`config.mk`:
```
export PLATFORM = sky130hd
export DESIGN_NAME = serial_frame_responder_core_flat
export DESIGN_NICKNAME = d
export VERILOG_FILES = /design/src/rtl/sfr_pkg.sv /design/src/rtl/sfr_ifs.sv /design/src/rtl/sfr_front.sv /design/src/rtl/sfr_queue.sv /design/src/rtl/sfr_back.sv /design/src/rtl/serial_frame_responder_core.sv /design/src/flat_wrapper.sv
export SDC_FILE = /design/constraint.sdc
export NUM_CORES = 1
export LEC_CHECK = 0
export BUFFER_PORTS_ARGS = -buffer_cell sky130_fd_sc_hd__buf_2
export CORE_MARGIN = 1
export CORE_UTILIZATION = 26
export CTS_CLUSTER_DIAMETER = 30
export DETAILED_ROUTE_END_ITERATION = 7
export PLACE_DENSITY = 0.48
export SLEW_MARGIN = 20
export SYNTH_ARGS = -nofsm -noshare
export SYNTH_HDL_FRONTEND = slang
export SYNTH_HIERARCHICAL = 1
export SYNTH_SLANG_ARGS = --single-unit
```
`constraint.sdc`:
```
create_clock -name clock -period 3.25 [get_ports clock]
set_input_delay 0.65 -clock clock [delete_from_list [all_inputs] [get_ports clock]]
set_output_delay 0.65 -clock clock [all_outputs]
set_load 0.01 [all_outputs]
```
`src/rtl/sfr_pkg.sv`:
```
`default_nettype none
package sfr_pkg;

   // configuration register map
   localparam int unsigned CSR_INDEX_W = 1;
   localparam int unsigned CSR_DATA_W  = 32;
   localparam logic [CSR_INDEX_W-1:0] CSR_DEVICE_ADDRESS = 1'b0;
   localparam logic [CSR_INDEX_W-1:0] CSR_IMAGE_CRC      = 1'b1;
   localparam logic [7:0]  DEVICE_ADDRESS_RESET = 8'hAA;
   localparam logic [31:0] IMAGE_CRC_RESET      = 32'h0000_0000;

   // frame bytes and command codes
   localparam logic [7:0] START_BYTE    = 8'hEF;
   localparam logic [7:0] CMD_PING      = 8'h00;
   localparam logic [7:0] CMD_CRC_QUERY = 8'h2C;
   localparam logic [7:0] RSP_CRC       = 8'h2D;
   localparam logic [7:0] CMD_PIN_STATE = 8'h98;
   localparam logic [7:0] PAD_BYTE      = 8'h00;

   // reply length field values
   localparam logic [7:0] LEN_PING = 8'd0;
   localparam logic [7:0] LEN_CRC  = 8'd4;
   localparam logic [7:0] LEN_PINS = 8'd6;

   // reply body sizes in words, check word excluded
   localparam int unsigned IDX_W = 4;
   localparam logic [IDX_W-1:0] BODY_PING = 4'd4;
   localparam logic [IDX_W-1:0] BODY_CRC  = 4'd8;
   localparam logic [IDX_W-1:0] BODY_PINS = 4'd10;

   typedef enum logic [1:0] {
      KIND_PING,
      KIND_CRC,
      KIND_PINS
   } kind_type;

   // one reply job handed from the parser to the reply sequencer
   typedef struct packed {
      kind_type    kind;
      logic [15:0] port_a;
      logic [15:0] port_b;
      logic [7:0]  port_c;
   } job_type;

endpackage
`default_nettype wire

```
`src/rtl/sfr_ifs.sv`:
```
`default_nettype none
interface sfr_req_if;
   logic        valid;
   logic        ready;
   logic [7:0]  rx_byte;
   logic [15:0] port_a_pins;
   logic [15:0] port_b_pins;
   logic [7:0]  port_c_pins;
   modport source(output valid, rx_byte, port_a_pins, port_b_pins, port_c_pins,
                  input ready);
   modport sink(input valid, rx_byte, port_a_pins, port_b_pins, port_c_pins,
                output ready);
endinterface

interface sfr_rsp_if;
   logic       valid;
   logic       ready;
   logic [7:0] tx_byte;
   logic       tx_last;
   modport source(output valid, tx_byte, tx_last, input ready);
   modport sink(input valid, tx_byte, tx_last, output ready);
endinterface
`default_nettype wire

```
`src/rtl/sfr_front.sv`:
```
`default_nettype none
module sfr_front (
   input  wire logic      clock,
   input  wire logic      reset,
   sfr_req_if.sink        req_bus,
   input  wire logic      queue_full,
   output logic           push,
   output sfr_pkg::job_type push_job
);

   logic [8:0] byte_count_ff, byte_count_in;
   logic [7:0] frame_length_ff, frame_length_in;
   logic [7:0] command_code_ff, command_code_in;
   logic [7:0] running_check_ff, running_check_in;
   logic       accept;
   logic       known;
   sfr_pkg::kind_type kind;

   assign req_bus.ready = !queue_full;
   assign accept = req_bus.valid && !queue_full;

   // command decode
   always_comb begin
      known = 1'b1;
      kind  = sfr_pkg::KIND_PING;
      case (command_code_ff)
         sfr_pkg::CMD_PING:      kind = sfr_pkg::KIND_PING;
         sfr_pkg::CMD_CRC_QUERY: kind = sfr_pkg::KIND_CRC;
         sfr_pkg::CMD_PIN_STATE: kind = sfr_pkg::KIND_PINS;
         default:                known = 1'b0;
      endcase
   end

   assign push_job.kind   = kind;
   assign push_job.port_a = req_bus.port_a_pins;
   assign push_job.port_b = req_bus.port_b_pins;
   assign push_job.port_c = req_bus.port_c_pins;

   always_comb begin
      byte_count_in    = byte_count_ff;
      frame_length_in  = frame_length_ff;
      command_code_in  = command_code_ff;
      running_check_in = running_check_ff;
      push             = 1'b0;
      if (accept) begin
         if (byte_count_ff == 9'd0) begin
            if (req_bus.rx_byte == sfr_pkg::START_BYTE) begin
               running_check_in = req_bus.rx_byte;
               byte_count_in    = 9'd1;
            end
         end else if (byte_count_ff >= 9'd4 &&
                      byte_count_ff == ({1'b0, frame_length_ff} + 9'd4)) begin
            // check word: good check and known command queue a reply
            push             = (req_bus.rx_byte == running_check_ff) && known;
            byte_count_in    = 9'd0;
            frame_length_in  = 8'd0;
            command_code_in  = 8'd0;
            running_check_in = 8'd0;
         end else begin
            if (byte_count_ff == 9'd2) begin
               frame_length_in = req_bus.rx_byte;
            end
            if (byte_count_ff == 9'd3) begin
               command_code_in = req_bus.rx_byte;
            end
            running_check_in = running_check_ff ^ req_bus.rx_byte;
            byte_count_in    = byte_count_ff + 9'd1;
         end
      end
   end

   always_ff @(posedge clock) begin
      if (reset) begin
         byte_count_ff    <= 9'd0;
         frame_length_ff  <= 8'd0;
         command_code_ff  <= 8'd0;
         running_check_ff <= 8'd0;
      end else begin
         byte_count_ff    <= byte_count_in;
         frame_length_ff  <= frame_length_in;
         command_code_ff  <= command_code_in;
         running_check_ff <= running_check_in;
      end
   end

endmodule
`default_nettype wire

```
`src/rtl/sfr_queue.sv`:
```
`default_nettype none
module sfr_queue #(
   parameter int unsigned DEPTH = 2
) (
   input  wire logic             clock,
   input  wire logic             reset,
   input  wire logic             push,
   input  wire sfr_pkg::job_type push_job,
   output logic                  full,
   input  wire logic             pop,
   output logic                  empty,
   output sfr_pkg::job_type      head_job
);

   localparam int unsigned PTR_W = (DEPTH > 1) ? $clog2(DEPTH) : 1;
   localparam int unsigned CNT_W = $clog2(DEPTH + 1);
   localparam logic [PTR_W-1:0] LAST_PTR = PTR_W'(DEPTH - 1);
   localparam logic [CNT_W-1:0] FULL_CNT = CNT_W'(DEPTH);

   sfr_pkg::job_type entry_ff [DEPTH];
   logic [PTR_W-1:0] wr_ptr_ff, wr_ptr_in;
   logic [PTR_W-1:0] rd_ptr_ff, rd_ptr_in;
   logic [CNT_W-1:0] count_ff, count_in;
   logic             do_push;
   logic             do_pop;

   assign full     = (count_ff == FULL_CNT);
   assign empty    = (count_ff == '0);
   assign do_push  = push && !full;
   assign do_pop   = pop && !empty;
   assign head_job = entry_ff[rd_ptr_ff];

   always_comb begin
      wr_ptr_in = wr_ptr_ff;
      rd_ptr_in = rd_ptr_ff;
      count_in  = count_ff;
      if (do_push) begin
         wr_ptr_in = (wr_ptr_ff == LAST_PTR) ? '0 : wr_ptr_ff + 1'b1;
      end
      if (do_pop) begin
         rd_ptr_in = (rd_ptr_ff == LAST_PTR) ? '0 : rd_ptr_ff + 1'b1;
      end
      if (do_push && !do_pop) begin
         count_in = count_ff + 1'b1;
      end else if (do_pop && !do_push) begin
         count_in = count_ff - 1'b1;
      end
   end

   always_ff @(posedge clock) begin
      if (do_push) begin
         entry_ff[wr_ptr_ff] <= push_job;
      end
   end

   always_ff @(posedge clock) begin
      if (reset) begin
         wr_ptr_ff <= '0;
         rd_ptr_ff <= '0;
         count_ff  <= '0;
      end else begin
         wr_ptr_ff <= wr_ptr_in;
         rd_ptr_ff <= rd_ptr_in;
         count_ff  <= count_in;
      end
   end

endmodule
`default_nettype wire

```
`src/rtl/sfr_back.sv`:
```
`default_nettype none
module sfr_back (
   input  wire logic             clock,
   input  wire logic             reset,
   input  wire logic             job_valid,
   input  wire sfr_pkg::job_type job,
   input  wire logic [7:0]       device_address,
   input  wire logic [31:0]      image_crc,
   output logic                  pop,
   sfr_rsp_if.source             rsp_bus
);

   logic [sfr_pkg::IDX_W-1:0] idx_ff, idx_in;
   logic [7:0]                chk_ff, chk_in;
   logic                      valid_ff, valid_in;
   logic [7:0]                tx_byte_ff, tx_byte_in;
   logic                      tx_last_ff, tx_last_in;
   logic [sfr_pkg::IDX_W-1:0] body_len;
   logic [7:0]                len_field;
   logic [7:0]                code_field;
   logic [7:0]                body_byte;
   logic [7:0]                cur_byte;
   logic                      is_chk;
   logic                      load;

   assign rsp_bus.valid   = valid_ff;
   assign rsp_bus.tx_byte = tx_byte_ff;
   assign rsp_bus.tx_last = tx_last_ff;

   always_comb begin
      case (job.kind)
         sfr_pkg::KIND_CRC: begin
            body_len   = sfr_pkg::BODY_CRC;
            len_field  = sfr_pkg::LEN_CRC;
            code_field = sfr_pkg::RSP_CRC;
         end
         sfr_pkg::KIND_PINS: begin
            body_len   = sfr_pkg::BODY_PINS;
            len_field  = sfr_pkg::LEN_PINS;
            code_field = sfr_pkg::CMD_PIN_STATE;
         end
         default: begin
            body_len   = sfr_pkg::BODY_PING;
            len_field  = sfr_pkg::LEN_PING;
            code_field = sfr_pkg::CMD_PING;
         end
      endcase
   end

   // payload words by position; pin words only matter for pin replies
   always_comb begin
      case (idx_ff)
         4'd0:    body_byte = sfr_pkg::START_BYTE;
         4'd1:    body_byte = device_address;
         4'd2:    body_byte = len_field;
         4'd3:    body_byte = code_field;
         4'd4:    body_byte = (job.kind == sfr_pkg::KIND_CRC) ? image_crc[7:0]
                                                            : job.port_a[7:0];
         4'd5:    body_byte = (job.kind == sfr_pkg::KIND_CRC) ? image_crc[15:8]
                                                            : job.port_a[15:8];
         4'd6:    body_byte = (job.kind == sfr_pkg::KIND_CRC) ? image_crc[23:16]
                                                            : job.port_b[7:0];
         4'd7:    body_byte = (job.kind == sfr_pkg::KIND_CRC) ? image_crc[31:24]
                                                            : job.port_b[15:8];
         4'd8:    body_byte = job.port_c;
         4'd9:    body_byte = sfr_pkg::PAD_BYTE;
         default: body_byte = sfr_pkg::PAD_BYTE;
      endcase
   end

   assign is_chk   = (idx_ff == body_len);
   assign cur_byte = is_chk ? chk_ff : body_byte;
   assign load     = job_valid && (!valid_ff || rsp_bus.ready);

   always_comb begin
      idx_in     = idx_ff;
      chk_in     = chk_ff;
      valid_in   = valid_ff;
      tx_byte_in = tx_byte_ff;
      tx_last_in = tx_last_ff;
      pop        = 1'b0;
      if (load) begin
         valid_in   = 1'b1;
         tx_byte_in = cur_byte;
         tx_last_in = is_chk;
         if (is_chk) begin
            idx_in = '0;
            chk_in = 8'd0;
            pop    = 1'b1;
         end else begin
            idx_in = idx_ff + 1'b1;
            chk_in = chk_ff ^ body_byte;
         end
      end else if (rsp_bus.ready) begin
         valid_in = 1'b0;
      end
   end

   always_ff @(posedge clock) begin
      tx_byte_ff <= tx_byte_in;
      tx_last_ff <= tx_last_in;
   end

   always_ff @(posedge clock) begin
      if (reset) begin
         idx_ff   <= '0;
         chk_ff   <= 8'd0;
         valid_ff <= 1'b0;
      end else begin
         idx_ff   <= idx_in;
         chk_ff   <= chk_in;
         valid_ff <= valid_in;
      end
   end

endmodule
`default_nettype wire

```
`src/rtl/serial_frame_responder_core.sv`:
```
`default_nettype none
// channel   dir  handshake        payload
// req_bus   in   valid / ready    rx_byte, port_a_pins, port_b_pins, port_c_pins
// rsp_bus   out  valid / ready    tx_byte, tx_last
// csr_*     in   csr_we           csr_index, csr_wdata (no read-back)
//
// the parser takes one word per cycle and only stalls when the reply queue is full
// the reply sequencer sends one word per cycle while rsp_bus.ready holds: 5, 9 or 11 words per reply
// a frame's check word queues its reply; with the sequencer idle the queue entry is
// registered first, then the first reply word is loaded into the output register
// input stalls only while QUEUE_DEPTH replies are held, the one being sent included
// synchronous reset: parser back to hunting, queue empty, address 0xAA, crc 0
module serial_frame_responder_core #(
   parameter int unsigned QUEUE_DEPTH = 2
) (
   input  wire logic                             clock,
   input  wire logic                             reset,
   sfr_req_if.sink                               req_bus,
   sfr_rsp_if.source                             rsp_bus,
   input  wire logic                             csr_we,
   input  wire logic [sfr_pkg::CSR_INDEX_W-1:0]  csr_index,
   input  wire logic [sfr_pkg::CSR_DATA_W-1:0]   csr_wdata
);

   // configuration registers
   logic [7:0]  device_address_ff;
   logic [31:0] image_crc_ff;

   // parser to queue
   logic             push;
   sfr_pkg::job_type push_job;
   logic             queue_full;

   // queue to sequencer
   logic             queue_empty;
   logic             pop;
   sfr_pkg::job_type head_job;

   always_ff @(posedge clock) begin
      if (reset) begin
         device_address_ff <= sfr_pkg::DEVICE_ADDRESS_RESET;
         image_crc_ff      <= sfr_pkg::IMAGE_CRC_RESET;
      end else if (csr_we) begin
         if (csr_index == sfr_pkg::CSR_DEVICE_ADDRESS) begin
            device_address_ff <= csr_wdata[7:0];
         end
         if (csr_index == sfr_pkg::CSR_IMAGE_CRC) begin
            image_crc_ff <= csr_wdata[31:0];
         end
      end
   end

   // front: frame hunt, length/command capture, running check
   sfr_front u_front (
      .clock      (clock),
      .reset      (reset),
      .req_bus    (req_bus),
      .queue_full (queue_full),
      .push       (push),
      .push_job   (push_job)
   );

   // pending replies, each with the pin levels of its check word
   sfr_queue #(
      .DEPTH (QUEUE_DEPTH)
   ) u_queue (
      .clock    (clock),
      .reset    (reset),
      .push     (push),
      .push_job (push_job),
      .full     (queue_full),
      .pop      (pop),
      .empty    (queue_empty),
      .head_job (head_job)
   );

   // back: reply word sequencer with output register
   sfr_back u_back (
      .clock          (clock),
      .reset          (reset),
      .job_valid      (!queue_empty),
      .job            (head_job),
      .device_address (device_address_ff),
      .image_crc      (image_crc_ff),
      .pop            (pop),
      .rsp_bus        (rsp_bus)
   );

endmodule
`default_nettype wire
```
`src/flat_wrapper.sv`:
```
// flat-port wrapper written by rule: the top's interface ports become plain ports
module serial_frame_responder_core_flat 
#(
   parameter int unsigned QUEUE_DEPTH = 2
)
  (clock, reset, csr_we, csr_index, csr_wdata, req_bus_valid, req_bus_rx_byte, req_bus_port_a_pins, req_bus_port_b_pins, req_bus_port_c_pins, req_bus_ready, rsp_bus_valid, rsp_bus_tx_byte, rsp_bus_tx_last, rsp_bus_ready);
  sfr_req_if req_bus_i ();
  sfr_rsp_if rsp_bus_i ();
  input  wire logic clock;
  input  wire logic reset;
  input  wire logic csr_we;
  input  wire logic [sfr_pkg::CSR_INDEX_W-1:0] csr_index;
  input  wire logic [sfr_pkg::CSR_DATA_W-1:0] csr_wdata;
  input wire logic [$bits(req_bus_i.valid)-1:0] req_bus_valid;
  input wire logic [$bits(req_bus_i.rx_byte)-1:0] req_bus_rx_byte;
  input wire logic [$bits(req_bus_i.port_a_pins)-1:0] req_bus_port_a_pins;
  input wire logic [$bits(req_bus_i.port_b_pins)-1:0] req_bus_port_b_pins;
  input wire logic [$bits(req_bus_i.port_c_pins)-1:0] req_bus_port_c_pins;
  output wire logic [$bits(req_bus_i.ready)-1:0] req_bus_ready;
  output wire logic [$bits(rsp_bus_i.valid)-1:0] rsp_bus_valid;
  output wire logic [$bits(rsp_bus_i.tx_byte)-1:0] rsp_bus_tx_byte;
  output wire logic [$bits(rsp_bus_i.tx_last)-1:0] rsp_bus_tx_last;
  input wire logic [$bits(rsp_bus_i.ready)-1:0] rsp_bus_ready;
  assign req_bus_i.valid = req_bus_valid;
  assign req_bus_i.rx_byte = req_bus_rx_byte;
  assign req_bus_i.port_a_pins = req_bus_port_a_pins;
  assign req_bus_i.port_b_pins = req_bus_port_b_pins;
  assign req_bus_i.port_c_pins = req_bus_port_c_pins;
  assign req_bus_ready = req_bus_i.ready;
  assign rsp_bus_valid = rsp_bus_i.valid;
  assign rsp_bus_tx_byte = rsp_bus_i.tx_byte;
  assign rsp_bus_tx_last = rsp_bus_i.tx_last;
  assign rsp_bus_i.ready = rsp_bus_ready;
  serial_frame_responder_core #(.QUEUE_DEPTH(QUEUE_DEPTH)) u_core (.clock(clock), .reset(reset), .req_bus(req_bus_i), .rsp_bus(rsp_bus_i), .csr_we(csr_we), .csr_index(csr_index), .csr_wdata(csr_wdata));
endmodule
```
======== Yosys cells after proc, flatten, opt, wreduce, memory -nomap -nowiden ========
Memories as Yosys holds them, arrays and structs flattened. A register that Yosys moved wholly into a read port is not among the register bits.
Index checks and enable logic that the tools add are counted.
word-level totals
  memories kept ........................... 1
  bits in registers ....................... 99
  RAM bits ................................ 84
cells by class
  eq/ne operators ......................... 20
  bitwise operators ....................... 4
  reductions and logical operators ........ 28
  add/sub/neg operators ................... 7
  mux-type cells .......................... 38
  magnitude comparators ................... 1
memory list
  memory                   depth  width  rd ports  clocked after Yosys merged registers in  write ports  line             source
  u_core.u_queue.entry_ff  2      42     1         1                                        1            sfr_queue.sv:20  sfr_pkg::job_type entry_ff [DEPTH];
operator list
  cell                                                                                  count
  8-bit two-way mux                                                                     13
  8-bit case mux with 9 select lines                                                    1
  9-bit two-way mux                                                                     3
  9-bit by 2-bit equality test with 1-bit output (second input constant)                2
  4-bit by 3-bit equality test with 1-bit output (second input constant)                4
  8-bit equality test (second input constant)                                           2
  8-bit case mux with 2 select lines                                                    1
  8-bit XOR                                                                             2
  1-bit two-way mux                                                                     14
  8-bit by 3-bit adder with 9-bit output (second input constant)                        1
  9-bit by 1-bit adder with 9-bit output (second input constant)                        1
  9-bit equality test                                                                   1
  9-bit by 3-bit greater-or-equal comparator with 1-bit output (second input constant)  1
  9-bit logical NOT                                                                     1
  4-bit by 2-bit equality test with 1-bit output (second input constant)                2
  8-bit by 6-bit equality test with 1-bit output (second input constant)                1
  8-bit equality test                                                                   1
  1-bit logical AND                                                                     8
  8-bit logical NOT                                                                     1
  4-bit case mux with 2 select lines                                                    1
  2-bit nonzero test                                                                    4
  3-bit case mux with 2 select lines                                                    1
  2-bit AND reduction                                                                   3
  3-bit AND reduction                                                                   2
  19 further kinds                                                                      27

======== Depth between registers and ports, before layout ========
Gate-level depths: netlist of run 1.
  word-level depth ........................ 12
  mapped depth ............................ 14
  mapped depth without buffers ............ 12

======== Modules after synthesis ========
Netlist of run 1, hierarchy kept.
by module, submodules not included
  module                       sequential area each (sq um)  cells each  area each (sq um)  times used
  sfr_queue                    2,622.5                       156         3,238.1            1
  sfr_front                    660.6                         253         2,182.1            1
  sfr_back                     530.5                         224         2,045.7            1
  serial_frame_responder_core  800.8                         181         2,031.9            1

======== Least setup slack after synthesis of run 1 ========
Ideal clock, no wire load.
  path type ............................... register to register
  start point ............................. register u_core.u_front.frame_length_ff[2]
  end point ............................... memory u_core/u_queue/entry_ff[0][0] (netlist name) (enable)
  path buffers ............................ 1
  stages on the path, launching flop included .. 11
  data required time ...................... 2.854 ns
  slack ................................... -0.236 ns
  arrival ................................. 3.089 ns
  path through ............................ dfxtp_1 > ha_1 > xnor2_1 > nand4_1 > nor4b_4 > o211ai_4 > buf_2 > nor4_2 > inv_1 > or3_1 > inv_1
between the ends
  word-level cells in the longest chain between the ends .. 9
ends and longest elaborated chain
  element                                  line                               source
  start, declared                          sfr_front.sv:12                    logic [7:0] frame_length_ff, frame_length_in;
  start signal, assigned                   sfr_front.sv:80                    frame_length_ff <= frame_length_in;
  8-bit by 3-bit adder with 9-bit output   sfr_front.sv:52                    byte_count_ff == ({1'b0, frame_length_ff} + 9'd4)) begin
  9-bit equality test                      sfr_front.sv:52
  1-bit logical AND                        sfr_front.sv:51                    end else if (byte_count_ff >= 9'd4 &&
  1-bit two-way mux                        sfr_front.sv:51
  1-bit two-way mux                        sfr_front.sv:46                    if (byte_count_ff == 9'd0) begin
  1-bit two-way mux                        sfr_front.sv:45                    if (accept) begin
  net u_core.push                          serial_frame_responder_core.sv:30  logic push;
  1-bit logical AND                        sfr_queue.sv:29                    assign do_push = push && !full;
  1-bit two-way mux                        sfr_queue.sv:51                    if (do_push) begin
  1-bit two-way mux (implied by the code)  sfr_queue.sv:52                    entry_ff[wr_ptr_ff] <= push_job;
  end, declared                            sfr_queue.sv:20
The timed path passes the listed nets, and every way through them passes these cells.

======== Final worst setup path of run 1 ========
  start point ............................. register u_core.u_front.frame_length_ff[2]
  end point ............................... memory u_core/u_queue/entry_ff[0][17] (netlist name) (enable)
Same word-level chain as after synthesis.

==> results of run 1 <==
how the worst min path moves through the flow:
stage,start,to,slack [ns]
after floorplan,u_core/u_front/command_code_ff[6],u_core/u_front/command_code_ff[6],0.44
after global placement,u_core/u_front/command_code_ff[1],u_core/u_front/command_code_ff[1],0.47
after detailed placement,u_core/u_front/command_code_ff[1],u_core/u_front/command_code_ff[1],0.47
after CTS,req_bus_port_a_pins[11],u_core/u_queue/entry_ff[1][35],0.38
after global routing,req_bus_port_c_pins[7],u_core/u_queue/entry_ff[0][7],0.38
final,req_bus_port_c_pins[3],u_core/u_queue/entry_ff[0][3],0.40
cell usage after synthesis (10+ instances only):
cell      number  share of area, %
a21bo_2       19               2.0
a21oi_1       22               1.2
a21oi_2       21               1.9
a22o_1        15               1.4
a41oi_1       10              0.92
buf_2         19               1.0
buf_4         41               3.2
buf_6         11               1.3
clkbuf_1      14              0.55
dfxtp_1       91                19
edfxtp_1      93                29
ha_1          12               1.6
inv_1         24              0.95
mux2_2        60               7.1
mux2i_1       34               3.6
nand2_1       32               1.3
nand2b_1      18               1.2
nand3_1       21               1.1
nand3_2       20               2.1
nor2_1        35               1.4
nor3_1        22               1.2
o211ai_1      16               1.3
xnor2_1       16               1.5
xor2_1        14               1.3
through the flow:
step / total power, mW / area [um2] / instances
2_1_floorplan: 2.70 / 9500 / 814
3_3_place_gp: 2.76 / 10100 / 1294
3_5_place_dp: 2.76 / 10100 / 1294
4_1_cts: 4.89 / 10600 / 1326
5_1_grt: 4.99 / 10600 / 1326
6_report: 4.82 / 10700 / 1330
layout make-up:
| cell class | count | area, um2 | area share (%) |
|---|---|---|---|
| inverters | 25 | 97.6 | 0.916 |
| diodes | 4 | 10.0 | 0.0940 |
| clock buffers | 18 | 429 | 4.03 |
| multi-input cells | 514 | 4100 | 38.5 |
| repair buffers | 110 | 661 | 6.20 |
| flip-flops and latches | 184 | 4620 | 43.3 |
| well taps | 461 | 577 | 5.41 |
| clock inverters | 14 | 163 | 1.53 |
power by group through the flow:
stage / sequential (mW) / combinational [mW] / clock, mW
6_report: 2.48 / 0.225 / 2.12
3_3_place_gp: 2.53 / 0.226 / 0
4_1_cts: 2.48 / 0.230 / 2.18
2_1_floorplan: 2.52 / 0.184 / 0
3_5_place_dp: 2.53 / 0.228 / 0
5_1_grt: 2.48 / 0.248 / 2.27
logic make-up after synthesis:
family | share of synthesized area (%)
simple gates | 13.3
flops | 48.6
compound gates | 14.6
buf+inv | 8.25
mux | 10.9
xor+xnor | 2.77
fa+ha+maj | 1.58
routing by layer:
layer	up-vias	global-route usage, %	routed length [um]
met5	-	0	39
met3	31	3.20	1250
met4	6	4.78	488
met1	3015	18.7	11900
li1	3056	-	-
met2	139	20.0	10700
worst max-delay path: cells and delay by family (launching register included):
kind	cells	cell delay (ns)
buf+inv	3	0.43
compound gates	1	0.12
flops	1	0.42
xor+xnor	1	0.15
fa+ha+maj	1	0.28
simple gates	4	1.18
state kept, by name, summed over array words and instances (netlist names), named ones only:
name / flops
u_core/u_front/byte_count_ff: 9
u_core/u_front/command_code_ff: 8
u_core/u_back/rsp_bus.valid: 1
u_core/u_queue/rd_ptr_ff: 1
u_core/device_address_ff: 8
u_core/u_back/rsp_bus.tx_byte: 8
u_core/u_front/running_check_ff: 8
u_core/u_back/idx_ff: 4
u_core/u_back/chk_ff: 8
u_core/u_back/rsp_bus.tx_last: 1
u_core/u_queue/wr_ptr_ff: 1
u_core/image_crc_ff: 32
u_core/u_front/frame_length_ff: 8
u_core/u_queue/count_ff: 2
u_core/u_queue/entry_ff: 84
==> flow_summary.json, run 1 <==
{
  "firstDrtPassIters": 7,
  "final_hold_viol_count": 0,
  "max_freq_mhz": 345,
  "ys.warnings.count": 6,
  "cp_slowest_cell": "dfxtp_1",
  "die_w_um": 193,
  "vias": 6247,
  "reg2reg_depth": 10,
  "synth_cells": 814,
  "place_hpwl_um": 17500,
  "cts_tree": "built",
  "die-area_um2": 37300,
  "violations": "DRC",
  "cts_resized": 0,
  "p_switching_mw": 1.11,
  "drive_gt1_share_pct": 32.4,
  "cts_buffers": 17,
  "critical_path_class": "register to register",
  "rsz0062_at_grt": "false",
  "overflow": 0,
  "r2r-start": "u_core/u_front/frame_length_ff[2]",
  "ant_nets": 0,
  "syn_area_um2": 9500,
  "syn-num-nets": 912,
  "htreeDepth": 4,
  "dpl_worst_slack_ns": 0.354,
  "drt-vias-per-instance": 4.70,
  "synth_cell_types": 71,
  "ir_drop_uv": 341,
  "io_pins": 97,
  "finalCritPeriodShare_pct": 89.1,
  "grt_pass1_wl_um": 36800,
  "cts_hold_buf": 0,
  "power.density_nw_per_um2": 452,
  "start_util_pct": 26.6,
  "path_max_fanout": 27,
  "grt_pass1_vias": 6043,
  "pwr-share-clk_pct": 43.9,
  "setup_slack_ns": 0.354,
  "core_um2": 35700,
  "timing.setup.tns_ns": 0,
  "async_flop_share_pct": 0,
  "holdPathStages": 1,
  "critPathLaunch": "u_core/u_front/frame_length_ff[2]",
  "report.final.slew_viol_count": 0,
  "fin_util_pct": 29.8,
  "synth.yosys.seq_area_share_pct": 48.6,
  "whs_ns": 0.398,
  "die_h_um": 193,
  "fillCellCount": 3688,
  "arrival_ns": 3.03,
  "r2r_slack_ns": 0.35,
  "cts.sinks": 184,
  "p_seq_share_pct": 51.4,
  "gp_congestion": 0.821,
  "syn2layout_area_growth_pct": 12.2,
  "grt_max_degree": 67,
  "tightestPinTransition_ns": 0.776,
  "hp-class": "input pin to register",
  "slew_headroom_pct": 48.1,
  "wl_per_cell_um": 18.4,
  "numPortBuffers": 96,
  "drt-total-wl_um": 24400,
  "reg2reg_to": "u_core/u_queue/entry_ff[0][17]",
  "start_kind": "register",
  "swShare_pct": 23.0,
  "synth-main-ff-cell": "edfxtp_1",
  "end_kind": "register",
  "setup_viol": 0,
  "finalClockSkew_ns": 0.0104,
  "antenna_found_initial": 7,
  "insertion_delay_ns": 0.44,
  "status": "finished with violations",
  "avgSynthCellArea_um2": 11.7,
  "final_cell_mix": "96 x buf_2, 93 x edfxtp_1, 90 x dfxtp_1",
  "drc": 28,
  "path_clk_slew_ns": 0.07,
  "drt_iter0_markers": 377,
  "clock_path_buffers": 2,
  "synth_edf_count": 93,
  "p_leak_nw": 3.61,
  "crit_end": "u_core/u_queue/entry_ff[0][17]",
  "final_common_cell": "buf_2",
  "cp_slowest_stage_delay_ns": 0.42,
  "ys_ff_latch": 184,
  "postCtsSetupRepairBufs": 0,
  "combPwrFrac_pct": 4.7,
  "max-cap-violations": 0,
  "p_int_mw": 3.71,
  "grt_use_total_pct": 13.4,
  "min_period_ns": 2.90,
  "nNetsFinal": 950,
  "crit_required_ns": 3.38,
  "path_cells": "ha_1, xnor2_1, nand4_1, nor4b_4, o211ai_4, nor4_2, inv_1, or3_1, clkinvlp_4, buf_12",
  "rows": 69,
  "ctsRootBufferMaster": "clkbuf_16"
}
(Power assumes the default switching activity.)
==> run 2: changes to the inputs <==
Settings changed: CAP_MARGIN set to 20, PLACE_DENSITY 0.48 to 0.44.
Clock period 3.25 ns to 2.75 ns, I/O delays scaled along.
==> run 2 against run 1 <==
Against the previous run: largest power group unchanged; the run still ends with DRC left; non-clock buffer count up 35; sequential power up 18%; maximum frequency up 6.1%; combinational power up 27%; sequential cell count unchanged; first-iteration DRC count down 20%; worst hold slack worse by 0.098 ns; final cell count up 2.4%.
==> flow_summary.json, run 2 (synthesized netlist as in run 1, its figures left out) <==
{
  "place_area_um2": 10400,
  "io_pins": 97,
  "drt-vias-per-instance": 4.59,
  "gp_congestion": 0.808,
  "final_cell_mix": "96 x buf_2, 93 x edfxtp_1, 88 x dfxtp_1",
  "drt_iter0_markers": 301,
  "start_util_pct": 26.6,
  "drt-total-wl_um": 24700,
  "largest_reg_flops": 84,
  "nNetsFinal": 985,
  "drive_gt1_share_pct": 36.4,
  "holdPathStages": 1,
  "drc": 24,
  "reg2reg_depth": 10,
  "grt_pass1_vias": 6359,
  "die_h_um": 193,
  "ctsRootBufferMaster": "clkbuf_16",
  "top_regs": "u_core/u_queue/entry_ff (84), u_core/image_crc_ff (32), u_core/u_front/byte_count_ff (9)",
  "reg2reg_to": "u_core/u_queue/entry_ff[0][32]",
  "finalClockSkew_ns": 0.0120,
  "arrival_ns": 2.87,
  "die-area_um2": 37300,
  "clock_path_buffers": 2,
  "vias": 6257,
  "path_cells": "ha_4, xnor2_2, nand4_1, nor4b_4, o211ai_4, nor4_2, inv_1, or3_4, clkinvlp_4, buf_12",
  "report.final.slew_viol_count": 0,
  "violations": "DRC",
  "ir_drop_uv": 421,
  "setup_viol": 0,
  "insertion_delay_ns": 0.43,
  "grt_pass1_wl_um": 37500,
  "overflow": 0,
  "die_w_um": 193,
  "cp_slowest_cell": "or3_4",
  "max-cap-violations": 0,
  "hp-class": "input pin to register",
  "finalInstanceArea_um2": 11000,
  "hold_end": "u_core/u_queue/entry_ff[1][5]",
  "hp-start": "req_bus_port_c_pins[5]",
  "path_clk_slew_ns": 0.08,
  "r2r_slack_ns": 0.02,
  "end_kind": "register",
  "syn2layout_area_growth_pct": 16.3,
  "htreeDepth": 4,
  "firstDrtPassIters": 7,
  "final_common_cell": "buf_2",
  "min_period_ns": 2.73,
  "crit_required_ns": 2.89,
  "r2r-start": "u_core/u_front/frame_length_ff[2]",
  "path_max_fanout": 17,
  "wl_per_cell_um": 18.1,
  "max_freq_mhz": 366,
  "finalCritPeriodShare_pct": 99.3,
  "cts.sinks": 184,
  "core_um2": 35700,
  "tightestPinTransition_ns": 0.701,
  "final_hold_viol_count": 0,
  "critical_path_class": "register to register",
  "largest-register": "u_core/u_queue/entry_ff",
  "slew_headroom_pct": 53.3,
  "cts_buffers": 17,
  "antenna_found_initial": 4,
  "start_kind": "register",
  "grt_use_total_pct": 13.6,
  "grt_max_degree": 49,
  "cp_slowest_stage_delay_ns": 0.41,
  "cts_tree": "built",
  "p_leak_nw": 3.82,
  "numPortBuffers": 96,
  "place_hpwl_um": 18100,
  "fin_util_pct": 30.9,
  "fillCellCount": 3693,
  "ant_nets": 0,
  "power.density_nw_per_um2": 524,
  "rsz0062_at_grt": "true",
  "status": "finished with violations",
  "rows": 69,
  "cts_hold_buf": 0
}
-- run 2: cell types whose count changed in the layout (fill, tap and decap cells not counted), moves of 2 or more --
| cell | change |
|---|---|
| buf_12 | +3 |
| buf_4 | +31 |
| dfxtp_1 | -2 |
| dfxtp_4 | +2 |
| diode_2 | -3 |
| ha_1 | -3 |
| ha_4 | +3 |
| inv_6 | +2 |
| or3_1 | -2 |
| or3_4 | +2 |
-- run 2: layout make-up --
cell class	count	area (um2)	share of cell area, %
well taps	461	577	5.22
inverters	25	97.6	0.883
repair buffers	145	965	8.73
diodes	1	2.50	0.0227
multi-input cells	514	4180	37.8
flip-flops and latches	184	4620	41.9
clock inverters	15	179	1.62
clock buffers	17	425	3.85
-- run 2: layer usage --
layer | vias to the layer above | wire length [um] | GRT usage [%]
met1 | 2996 | 12000 | 18.7
met2 | 117 | 11100 | 21.2
met5 | - | 40 | 0
li1 | 3110 | - | -
met3 | 28 | 1080 | 2.88
met4 | 6 | 452 | 4.42
-- run 2: critical path, delay by kind of cell, from the launching register on --
family / cells / cell delay [ns]
xor+xnor: 1 / 0.10
simple gates: 4 / 1.13
compound gates: 1 / 0.13
fa+ha+maj: 1 / 0.27
flops: 1 / 0.37
buf+inv: 3 / 0.43
-- run 2: worst max-delay path by stage --
stage                                           endpoint  slack (ns)  depth (start not counted)                              start
final                     u_core/u_queue/entry_ff[0][32]        0.02                         10  u_core/u_front/frame_length_ff[2]
after global routing      u_core/u_queue/entry_ff[0][32]       -0.13                         10  u_core/u_front/frame_length_ff[2]
after CTS                 u_core/u_queue/entry_ff[0][32]       0.006                         10  u_core/u_front/frame_length_ff[2]
after detailed placement   u_core/u_queue/entry_ff[0][9]       -0.08                         10                 req_bus_rx_byte[6]
after global placement     u_core/u_queue/entry_ff[0][9]       -0.06                         10                 req_bus_rx_byte[0]
after floorplan            u_core/u_queue/entry_ff[0][0]       -0.26                         10  u_core/u_front/frame_length_ff[3]
-- run 2: where the power goes --
part	switching, mW	internal (mW)
sequential	0.0242	2.90
clock	1.19	1.38
combinational	0.158	0.128
total	1.37	4.41
-- run 2: per-stage QoR --
step	cells	hold WS [ns]	setup TNS, ns	setup WS [ns]	power, mW
final	1362	0.300	0	0.0203	5.78
after global routing	1361	0.276	-4.32	-0.126	5.99
after CTS	1359	0.275	0	0.00581	5.87
after global placement	1327	0.458	-1.70	-0.0565	3.28
after detailed placement	1327	0.457	-2.78	-0.0820	3.28
after floorplan	814	0.443	-10.85	-0.258	3.20
-- run 2: what timing repair did --
| action | in CTS | in global routing |
|---|---|---|
| pin swaps | 1 | 2 |
| resized for setup | 1 | 8 |
| cloned | 0 | 0 |
| buffers inserted | 0 | 2 |
| endpoints found under the setup margin | 24 | 43 |
